File: src/hw/rtl/ttip_pkg.sv
// shared constants and helpers for the text to integer parser
// no dependencies
`default_nettype none

package ttip_pkg;

  localparam int DEF_VALUE_WIDTH = 64;
  localparam int DEF_MAX_LEN     = 4096;

  localparam int CHAR_W = 8;
  localparam int BASE_W = 6;

  // configuration register indexes
  localparam logic REG_NUMBER_BASE = 1'b0;
  localparam logic REG_SIGNED_INT  = 1'b1;

  localparam logic [BASE_W-1:0] BASE_LIMIT   = 6'd36;
  localparam logic [BASE_W-1:0] BASE_DEC     = 6'd10;
  localparam logic [BASE_W-1:0] BASE_OCT     = 6'd8;
  localparam logic [BASE_W-1:0] BASE_HEX     = 6'd16;
  localparam logic [BASE_W-1:0] BASE_DETECT  = 6'd0;
  localparam logic [BASE_W-1:0] DIGIT_NONE   = 6'd63;

  localparam logic [CHAR_W-1:0] CH_NUL   = 8'h00;
  localparam logic [CHAR_W-1:0] CH_SPACE = 8'h20;
  localparam logic [CHAR_W-1:0] CH_TAB   = 8'h09;
  localparam logic [CHAR_W-1:0] CH_CR    = 8'h0d;
  localparam logic [CHAR_W-1:0] CH_0     = 8'h30;
  localparam logic [CHAR_W-1:0] CH_9     = 8'h39;
  localparam logic [CHAR_W-1:0] CH_LA    = 8'h61;
  localparam logic [CHAR_W-1:0] CH_LZ    = 8'h7a;
  localparam logic [CHAR_W-1:0] CH_UA    = 8'h41;
  localparam logic [CHAR_W-1:0] CH_UZ    = 8'h5a;
  localparam logic [CHAR_W-1:0] CH_LX    = 8'h78;
  localparam logic [CHAR_W-1:0] CH_UX    = 8'h58;
  localparam logic [CHAR_W-1:0] CH_PLUS  = 8'h2b;
  localparam logic [CHAR_W-1:0] CH_MINUS = 8'h2d;

  function automatic logic is_space(input logic [CHAR_W-1:0] c);
    return (c == CH_SPACE) || (c >= CH_TAB && c <= CH_CR);
  endfunction

  // digit value 0..35, DIGIT_NONE when not a digit in any base
  function automatic logic [BASE_W-1:0] digit_of(input logic [CHAR_W-1:0] c);
    logic [CHAR_W-1:0] d;
    d = DIGIT_NONE;
    if (c >= CH_0 && c <= CH_9) begin
      d = c - CH_0;
    end else if (c >= CH_LA && c <= CH_LZ) begin
      d = c - CH_LA + 8'd10;
    end else if (c >= CH_UA && c <= CH_UZ) begin
      d = c - CH_UA + 8'd10;
    end
    return d[BASE_W-1:0];
  endfunction

endpackage

`default_nettype wire

File: src/hw/rtl/text_to_integer_parser_unit.sv
// result path: a string's last character is held in the input register after its request
// is accepted, then its result is written to the result register
// throughput: one character per cycle; input register, parse logic with one
// value-by-base multiply-add, result register; a final character waits while the
// result register holds an untaken result
// reset: synchronous active-low rst_n clears parse state, configuration registers and valids
// depends on ttip_pkg
`default_nettype none

module text_to_integer_parser_unit
  import ttip_pkg::*;
#(
  parameter int VALUE_WIDTH = DEF_VALUE_WIDTH,
  parameter int MAX_LEN     = DEF_MAX_LEN,
  localparam int POS_W      = $clog2(MAX_LEN + 1),
  localparam int OUT_BITS   = VALUE_WIDTH + POS_W + 1,
  localparam int OUT_W      = ((OUT_BITS + 7) / 8) * 8
) (
  input  wire logic              clk,
  input  wire logic              rst_n,
  input  wire logic              in_tvalid,
  output logic                   in_tready,
  input  wire logic [CHAR_W-1:0] in_tdata,   // char_code
  input  wire logic              in_tlast,   // last_char
  output logic                   out_tvalid,
  input  wire logic              out_tready,
  output logic [OUT_W-1:0]       out_tdata,  // parsed_value, end_offset, digits_seen, zero pad
  input  wire logic              cfg_valid,
  output logic                   cfg_ready,
  input  wire logic              cfg_index,
  input  wire logic [BASE_W-1:0] cfg_data
);

  localparam logic [2:0] PH_WS1    = 3'd0;
  localparam logic [2:0] PH_WS2    = 3'd1;
  localparam logic [2:0] PH_PREFIX = 3'd2;
  localparam logic [2:0] PH_ZERO   = 3'd3;
  localparam logic [2:0] PH_DIGITS = 3'd4;

  localparam logic [POS_W-1:0] MAX_POS = POS_W'(MAX_LEN);

  logic [BASE_W-1:0]      number_base_r;
  logic                   int_mode_r;

  logic                   in_valid_r;
  logic [CHAR_W-1:0]      in_char_r;
  logic                   in_last_r;

  logic [2:0]             phase_r, phase_nxt;
  logic [VALUE_WIDTH-1:0] acc_r, acc_nxt;
  logic [BASE_W-1:0]      base_r, base_nxt;
  logic [POS_W-1:0]       pos_r;
  logic [POS_W-1:0]       end_r, end_nxt;
  logic                   any_r, any_nxt;
  logic                   neg_r, neg_nxt;
  logic                   stop_r, stop_nxt;

  logic                   out_valid_r;
  logic [OUT_W-1:0]       out_data_r;

  logic                   advance;
  logic                   do_ws2, do_pre, do_zero, do_dig;
  logic [BASE_W-1:0]      base_sel, digit;
  logic [POS_W-1:0]       pos_after;
  logic [VALUE_WIDTH+BASE_W-1:0] prod;
  logic                   any_fin;
  logic [31:0]            low32;
  logic [VALUE_WIDTH-1:0] value_fin;
  logic [POS_W-1:0]       off_fin;

  assign advance   = in_valid_r && (!in_last_r || !out_valid_r || out_tready);
  assign in_tready = !in_valid_r || advance;
  assign cfg_ready = 1'b1;
  assign out_tvalid = out_valid_r;
  assign out_tdata  = out_data_r;

  assign pos_after = (pos_r == MAX_POS) ? pos_r : pos_r + 1'b1;
  assign digit     = digit_of(in_char_r);
  assign prod      = acc_r * base_nxt;

  always_comb begin
    base_sel = int_mode_r ? BASE_DEC :
               ((number_base_r > BASE_LIMIT) ? BASE_LIMIT : number_base_r);
    phase_nxt = phase_r;
    acc_nxt   = acc_r;
    base_nxt  = base_r;
    end_nxt   = end_r;
    any_nxt   = any_r;
    neg_nxt   = neg_r;
    stop_nxt  = stop_r;
    do_ws2    = 1'b0;
    do_pre    = 1'b0;
    do_zero   = 1'b0;
    do_dig    = 1'b0;
    if (!stop_r) begin
      unique case (phase_r)
        PH_WS1: begin
          if (!is_space(in_char_r)) begin
            if (int_mode_r) begin
              if (in_char_r == CH_MINUS) begin
                neg_nxt   = 1'b1;
                phase_nxt = PH_WS2;
              end else if (in_char_r == CH_PLUS) begin
                phase_nxt = PH_WS2;
              end else begin
                do_ws2 = 1'b1;
              end
            end else if (in_char_r == CH_PLUS) begin
              phase_nxt = PH_PREFIX;
            end else begin
              do_pre = 1'b1;
            end
          end
        end
        PH_WS2:    do_ws2  = 1'b1;
        PH_PREFIX: do_pre  = 1'b1;
        PH_ZERO:   do_zero = 1'b1;
        default:   do_dig  = 1'b1;
      endcase
    end
    if (do_ws2) begin
      if (is_space(in_char_r)) begin
        phase_nxt = PH_WS2;
      end else if (in_char_r == CH_PLUS) begin
        phase_nxt = PH_PREFIX;
      end else begin
        do_pre = 1'b1;
      end
    end
    if (do_pre) begin
      if ((base_sel == BASE_DETECT || base_sel == BASE_HEX) && in_char_r == CH_0) begin
        base_nxt  = base_sel;
        end_nxt   = pos_after;
        phase_nxt = PH_ZERO;
      end else begin
        base_nxt  = (base_sel == BASE_DETECT) ? BASE_DEC : base_sel;
        phase_nxt = PH_DIGITS;
        do_dig    = 1'b1;
      end
    end
    if (do_zero) begin
      phase_nxt = PH_DIGITS;
      if (in_char_r == CH_LX || in_char_r == CH_UX) begin
        base_nxt = BASE_HEX;
      end else begin
        if (base_r == BASE_DETECT) begin
          base_nxt = BASE_OCT;
        end
        any_nxt = 1'b1;
        do_dig  = 1'b1;
      end
    end
    if (do_dig) begin
      if (in_char_r == CH_NUL || digit >= base_nxt) begin
        stop_nxt = 1'b1;
      end else begin
        acc_nxt = prod[VALUE_WIDTH-1:0] + VALUE_WIDTH'(digit);
        any_nxt = 1'b1;
        end_nxt = pos_after;
      end
    end
  end

  always_comb begin
    any_fin = any_nxt || (phase_nxt == PH_ZERO);
    low32   = neg_nxt ? (32'd0 - acc_nxt[31:0]) : acc_nxt[31:0];
    value_fin = int_mode_r ? VALUE_WIDTH'(low32) : acc_nxt;
    off_fin   = any_fin ? end_nxt : '0;
  end

  always_ff @(posedge clk) begin
    if (!rst_n) begin
      number_base_r <= BASE_DETECT;
      int_mode_r    <= 1'b0;
    end else if (cfg_valid && cfg_ready) begin
      unique case (cfg_index)
        REG_NUMBER_BASE: number_base_r <= cfg_data;
        REG_SIGNED_INT:  int_mode_r    <= cfg_data[0];
        default: ;
      endcase
    end
  end

  always_ff @(posedge clk) begin
    if (!rst_n) begin
      in_valid_r <= 1'b0;
    end else if (in_tready) begin
      in_valid_r <= in_tvalid;
    end
  end

  always_ff @(posedge clk) begin
    if (in_tvalid && in_tready) begin
      in_char_r <= in_tdata;
      in_last_r <= in_tlast;
    end
  end

  always_ff @(posedge clk) begin
    if (!rst_n) begin
      phase_r <= PH_WS1;
      acc_r   <= '0;
      base_r  <= BASE_DETECT;
      pos_r   <= '0;
      end_r   <= '0;
      any_r   <= 1'b0;
      neg_r   <= 1'b0;
      stop_r  <= 1'b0;
    end else if (advance) begin
      if (in_last_r) begin
        phase_r <= PH_WS1;
        acc_r   <= '0;
        base_r  <= BASE_DETECT;
        pos_r   <= '0;
        end_r   <= '0;
        any_r   <= 1'b0;
        neg_r   <= 1'b0;
        stop_r  <= 1'b0;
      end else begin
        phase_r <= phase_nxt;
        acc_r   <= acc_nxt;
        base_r  <= base_nxt;
        pos_r   <= pos_after;
        end_r   <= end_nxt;
        any_r   <= any_nxt;
        neg_r   <= neg_nxt;
        stop_r  <= stop_nxt;
      end
    end
  end

  always_ff @(posedge clk) begin
    if (!rst_n) begin
      out_valid_r <= 1'b0;
    end else if (advance && in_last_r) begin
      out_valid_r <= 1'b1;
    end else if (out_tready) begin
      out_valid_r <= 1'b0;
    end
  end

  always_ff @(posedge clk) begin
    if (advance && in_last_r) begin
      out_data_r <= OUT_W'({any_fin, off_fin, value_fin});
    end
  end

endmodule

`default_nettype wire

File: config.mk
export PLATFORM = sky130hd
export DESIGN_NAME = text_to_integer_parser_unit
export DESIGN_NICKNAME = d
export VERILOG_FILES = /design/src/hw/rtl/ttip_pkg.sv /design/src/hw/rtl/text_to_integer_parser_unit.sv
export SDC_FILE = /design/constraint.sdc
export NUM_CORES = 1
export LEC_CHECK = 0
export BUFFER_PORTS_ARGS = -buffer_cell sky130_fd_sc_hd__buf_2
export CORE_MARGIN = 2
export CORE_UTILIZATION = 30
export DETAILED_ROUTE_END_ITERATION = 10
export SETUP_SLACK_MARGIN = 0.05
export SLEW_MARGIN = 20
export SYNTH_ARGS = -nofsm -noshare
export SYNTH_HDL_FRONTEND = slang
export SYNTH_SLANG_ARGS = --single-unit
export TNS_END_PERCENT = 5
File: constraint.sdc
create_clock -name clk -period 8.4 [get_ports clk]
set_input_delay 2.1 -clock clk [delete_from_list [all_inputs] [get_ports clk]]
set_output_delay 2.1 -clock clk [all_outputs]
set_load 0.03 [all_outputs]
==> Word level (Yosys, flattened, before mapping) <==
Index checks and enable logic that the tools add are counted.
{ "totals": {"reg_bits": 198, "input_bits": 21, "output_inout_bits": 83} }
{ "op_classes": {"mul": 1, "add_sub_neg": 8, "bitwise_logic": 1, "eq_ne": 12, "reduce_logical": 30, "mux": 75, "magnitude_cmp": 10} }
{ "ops": {"columns": ["operator", "count"], "rows": [
  ["$mux 64", 3],
  ["$mux 13", 7],
  ["$mux 6", 12],
  ["$add 64x6->64", 1],
  ["$mul 64x6->64", 1],
  ["$mux 32", 2],
  ["$mux 3", 14],
  ["$mux 1", 35],
  ["$eq 8x6->1 const B", 4],
  ["$sub 1x32->32 const A", 1],
  ["$eq 8x7->1 const B", 2],
  ["$ge 8x7->1 const B", 2],
  ["$le 8x7->1 const B", 2],
  ["$add 13x1->13 const B", 1],
  ["$eq 13x13->1 const B", 1],
  ["$add 6x4->6 const B", 2],
  ["$logic_not 6->1", 2],
  ["$sub 6x6->6 const B", 2],
  ["$eq 3x2->1 const B", 3],
  ["$ge 8x4->1 const B", 1],
  ["$ge 8x6->1 const B", 1],
  ["$le 8x4->1 const B", 1],
  ["$le 8x6->1 const B", 1],
  ["$logic_and 1x1->1", 8],
  ["15 further kinds", 28]
]} }

==> Longest topological paths before layout <==
{ "logic_depth": {"word_depth": 20, "depth_mapped": 31, "depth_no_buf": 28} }

==> Least setup slack after synthesis <==
No wires, ideal clock.
{ "synth_timing": {"kind": "flip-flop to flip-flop", "start": "register in_char_r[1]", "end": "register out_data_r[56], in the netlist out_tdata[56] (data pin)", "synth_period_minus_slack_ns": 7.525, "setup_ns": 0.261, "t_required_ns": 8.139, "path_stages_with_launch": 28, "slack_ns": 0.875, "arrival_ns": 7.264, "cell_sequence": "edfxtp_1 -> inv_1 -> ha_1 -> nor4bb_1 -> or2_1 -> o31a_2 -> o21ai_4 -> and2_1 -> or3_1 -> clkbuf_1 -> clkbuf_1 -> nand2_1 -> fa_1 -> fa_1 -> inv_1 -> fa_1 -> fa_1 -> ha_1 -> a2111oi_4 -> o221ai_1 -> a311oi_2 -> o211ai_2 -> a31oi_2 -> o41ai_4 -> a21oi_2 -> o21ai_2 -> and4_1 -> a311o_1"} }
{ "synth_via": {"elab_chain_len": 17} }
{ "synth_rtl": {"columns": ["item", "line_no", "text"], "rows": [
  ["start: declaration", "text_to_integer_parser_unit.sv:46", "logic [CHAR_W-1:0] in_char_r;"],
  ["start signal: assignment", "text_to_integer_parser_unit.sv:194", "in_char_r <= in_tdata;"],
  ["$ge 8x4->1, or another cell as far along", "ttip_pkg.sv:40", "return (c == CH_SPACE) || (c >= CH_TAB && c <= CH_CR);"],
  ["$logic_and 1x1->1 or $mux 1 (tied branches)", "ttip_pkg.sv:40, text_to_integer_parser_unit.sv:103, text_to_integer_parser_unit.sv:108", null],
  ["$logic_or 1x1->1 or $mux 1 (tied branches)", "ttip_pkg.sv:40, text_to_integer_parser_unit.sv:99", null],
  ["$mux 1", "text_to_integer_parser_unit.sv:98", "if (!is_space(in_char_r)) begin"],
  ["$pmux 1 s2", "text_to_integer_parser_unit.sv:96", "unique case (phase_r)"],
  ["$mux 1", "text_to_integer_parser_unit.sv:95", "if (!stop_r) begin"],
  ["$mux 1", "text_to_integer_parser_unit.sv:124", "end else if (in_char_r == CH_PLUS) begin"],
  ["$mux 1", "text_to_integer_parser_unit.sv:122", "if (is_space(in_char_r)) begin"],
  ["$mux 1", "text_to_integer_parser_unit.sv:121", "if (do_ws2) begin"],
  ["$mux 6", "text_to_integer_parser_unit.sv:130", "if (do_pre) begin"],
  ["$mux 6", "text_to_integer_parser_unit.sv:146", "if (base_r == BASE_DETECT) begin"],
  ["$mux 6", "text_to_integer_parser_unit.sv:143", "if (in_char_r == CH_LX || in_char_r == CH_UX) begin"],
  ["$mux 6", "text_to_integer_parser_unit.sv:141", "if (do_zero) begin"],
  ["$mul 64x6->64 or $ge 6x6->1 (tied branches)", "text_to_integer_parser_unit.sv:79, text_to_integer_parser_unit.sv:154", null],
  ["$add 64x6->64 or $logic_or 1x1->1 (tied branches)", "text_to_integer_parser_unit.sv:157, text_to_integer_parser_unit.sv:154", null],
  ["$mux 64", "text_to_integer_parser_unit.sv:154", "if (in_char_r == CH_NUL || digit >= base_nxt) begin"],
  ["$mux 64 *", "text_to_integer_parser_unit.sv:153", "if (do_dig) begin"],
  ["end signal: assignment", "text_to_integer_parser_unit.sv:244", "out_data_r <= OUT_W'({any_fin, off_fin, value_fin});"],
  ["end: declaration", "text_to_integer_parser_unit.sv:59", "logic [OUT_W-1:0] out_data_r;"]
]} }
Mark *: on every way between the ends. The rest lies on a longest branch, timed or not.
A chain may end at the register's enable or synchronous reset.

==> Final worst setup path <==
{ "layout_timing": {"start": "register in_char_r[0]", "end": "register out_data_r[61], in the netlist out_tdata[61] (data pin)"} }
The elaborated chain is that of the path after synthesis.

==> results by group <==
Die
  – Num rows: 100
  – Num ports: 104
  – Core Region: 0.07432 sq mm
  – Die Span Y: 277.7 um
  – Die X: 277.7 um
  – Initial Utilization: 30.24%
  – Die Area: 0.07711 sq mm

Cells and area
  – Non-Filler Instances: 3532
  – Commonest cells after routing, fill and taps aside: nand2_1 (368), fa_1 (240), inv_1 (201), and2_1 (186), ha_1 (143)
  – Commonest non-fill, non-tap cell in the layout: nand2_1
  – Nets: 2957
  – Storage cell area: 0.004836 sq mm
  – Filler cell count: 7771
  – Antenna cell count: 0
  – Area occupied by multi-input gates: 0.01631 sq mm
  – Area Overhead vs Synth: 10.08%
  – Share of layout cells above drive strength 1: 10.81%

Global routing
  – GRT Total Usage: 17.24%
  – Number of global-route vias before repair: 18097
  – Largest net degree at the start of global routing: 80
  – First-pass GRT wire length: 104.5 mm
  – Initial antenna violation count: 3
  – Overflow after GRT: 0

Clock network
  – TritonCTS clock tree: done
  – H-tree depth: 4
  – Hold_buf cts: 0
  – Worst-path clk slew: 0.10 ns
  – Total CTS buffers: 17
  – Clock sinks: 198
  – Clock Root Buffer: clkbuf_16
  – Clock Path Buffers: 2
  – Worst-skew pair later-pin latency: 0.53 ns

Power
  – Sw Ratio: 32.92%
  – PwrDens: 96.62 mW/mm^2
  – Leakage: 11.07 nW
  – Psw: 786.7 uW
  – Clock power share: 38.9%
  – Combinational Power Share: 17.8%
  – Peak VDD IR: 0.1407 mV
  – Internal Power: 1.603 mW
  – Reg power frac: 43.4%

Place
  – Final Wtd Congestion: 0.9034
  – Placed cell count: 3490
  – # port buffers: 100
  – DPL Wire Length: 48.81 mm

STA
  – Setup Skew: 0.03288 ns
  – RSZ-0062 raised after global routing: yes
  – Crit path time final: 8.184 ns
  – Final Cycle Share: 97.43%
  – Least-Margin Pin Slew: 1.042 ns
  – Setup violations, final: 0
  – Final hold violations: 0
  – Max-slew violation count: 0
  – Setup TNS: 0 ns
  – Max_slew headroom: 30.30%
  – Fmax: 122.2 MHz

Logic synthesis
  – Mapped Area: 0.02247 sq mm
  – Post-Syn Instances: 2542
  – EDFF count, synth: 87
  – Distinct cell type count after synthesis: 111
  – Yosys warns: 0
  – Post-synth ARST share: 0%
  – Synthesized area per cell: 8.841 sq um
  – Sequential area share after synthesis: 21.51%
  – Seq cells post-synth: 198
  – Top FF cell, synth: dfxtp_1

Routing
  – Initial DRC Count: 1381
  – Routed length on met2: 29.58 mm
  – DR WL/cell: 18.71 um
  – # DRC: 0
  – Total routed wirelength: 66.08 mm
  – Via density per instance: 5.211
  – Max Used Layer: met5
  – Pre-Repair DR Iteration Count: 6
  – DR WL met3: 4.365 mm
  – Vias after detailed routing: 18406
  – Met1 WL: 31.03 mm
  – Antenna viol nets, final: 0

Setup path
  – Critical path class: register to register
  – CP Capture Type: register
  – Critical Path AT: 8.46 ns
  – Worst Path Required: 8.67 ns
  – Crit path top cell by count: fa_1
  – Worst path max stage delay: 0.56 ns
  – Startpoint Class: register
  – Slowest cell on crit path: o311ai_2
  – CP max FO: 8

Outcome
  – Status: complete, no violations

Job
  – Max Cap Viol: 0

Hold path
  – Hold crit path type: register to register
## sequential cells by signal, summed over array words and instances (netlist names)
signal / flops
stop_r: 1
in_valid_r: 1
any_r: 1
out_tdata: 78
end_r: 13
base_r: 6
neg_r: 1
int_mode_r: 1
in_last_r: 1
number_base_r: 6
pos_r: 13
phase_r: 3
acc_r: 64
out_tvalid: 1
in_char_r: 8
## layer usage
metal	vias to the layer above	GRT usage (%)
met4	2	4.754
met5	-	0
met3	63	2.872
met1	9216	24.63
li1	8568	-
met2	557	26.78
## repair_timing
action	CTS	global route
gates resized for setup	0	20
buffers inserted	0	10
endpoints found under the setup margin	0	46
## layout make-up
| type | count | area share [%] |
|---|---|---|
| Multi-Input combinational cell | 1964 | 65.92 |
| Clock buffer | 19 | 1.791 |
| Clock inverter | 13 | 0.7486 |
| Tap cell | 969 | 4.901 |
| Sequential cell | 198 | 19.55 |
| Timing Repair Buffer | 164 | 3.965 |
| Inverter | 205 | 3.121 |
## critical path: cells and delay by family (launching register included)
family	cells	cell delay, ns
flops	1	0.46
buf+inv	2	0.16
fa+ha+maj	6	2.66
simple gates	7	1.77
compound gates	10	2.87
## power by group through the flow
stage               sequential (mW)  combinational (mW)  clock, mW
global route                   1.04               0.454      0.983
global placement               1.06               0.410          0
floorplan                      1.07               0.250          0
finish                         1.04               0.424      0.929
CTS                            1.04               0.414      0.955
detailed placement             1.06               0.412          0
## Yosys cell counts (all sizes together) (11+ instances only)
library cell	instances	area, sq um
o31ai	12	108.9
fa	240	4805
o21a	13	105.1
a31oi	27	175.2
a22oi	54	405.4
dfxtp	111	2222
o211ai	14	115.1
clkbuf	135	508.0
a22o	14	122.6
nand2	369	1385
nor3	23	120.1
and2	187	1170
a21o	36	270.3
or3	12	75.07
inv	204	765.7
a21oi	117	593.1
nand4	17	106.4
nor2b	73	456.7
a211oi	11	100.1
nor2	127	481.7
nand3	40	200.2
o21ai	105	548.0
ha	146	1827
xnor2	67	586.8
nor4	17	133.9
edfxtp	87	2613
mux2i	43	437.9
xor2	40	350.3
buf	41	236.5
## final timing paths
path | slack (ns) | start | cells after the start | to
hold / removal | 0.51 | acc_r[62] | 1 | acc_r[62]
setup reg to reg | 0.22 | in_char_r[0] | 25 | out_tdata[61]
setup / recovery | 0.22 | in_char_r[0] | 25 | out_tdata[61]
hold reg to reg | 0.51 | acc_r[62] | 1 | acc_r[62]
## cells by family (layout without fill, tap and decap cells)
logic type	after synthesis	after routing	share of synthesized area, %
other	2	3	0.03342
XOR/XNOR	109	109	4.382
multiplexers	45	45	2.049
AND/OR/NAND/NOR	930	930	20.75
buffers and inverters	381	401	6.737
AO/OA/AOI/OAI	491	491	15.03
flip-flops	198	198	21.51
adder cells (fa/ha/maj)	386	386	29.51
## through the flow
step	worst slack (ns)	hold slack (ns)	util (%)	cell area (sq um)	power [mW]
4_1_cts	0.1172	0.5110	33.05	24560	2.405
3_3_place_gp	0.2607	0.4831	32.20	23930	1.469
6_report	0.2158	0.5131	33.28	24740	2.390
3_5_place_dp	0.1556	0.4914	32.21	23940	1.471
5_1_grt	0.008295	0.5383	33.28	24740	2.475
2_1_floorplan	0.8752	0.4539	-	22480	1.321
Power figures use the tool's default switching activity.
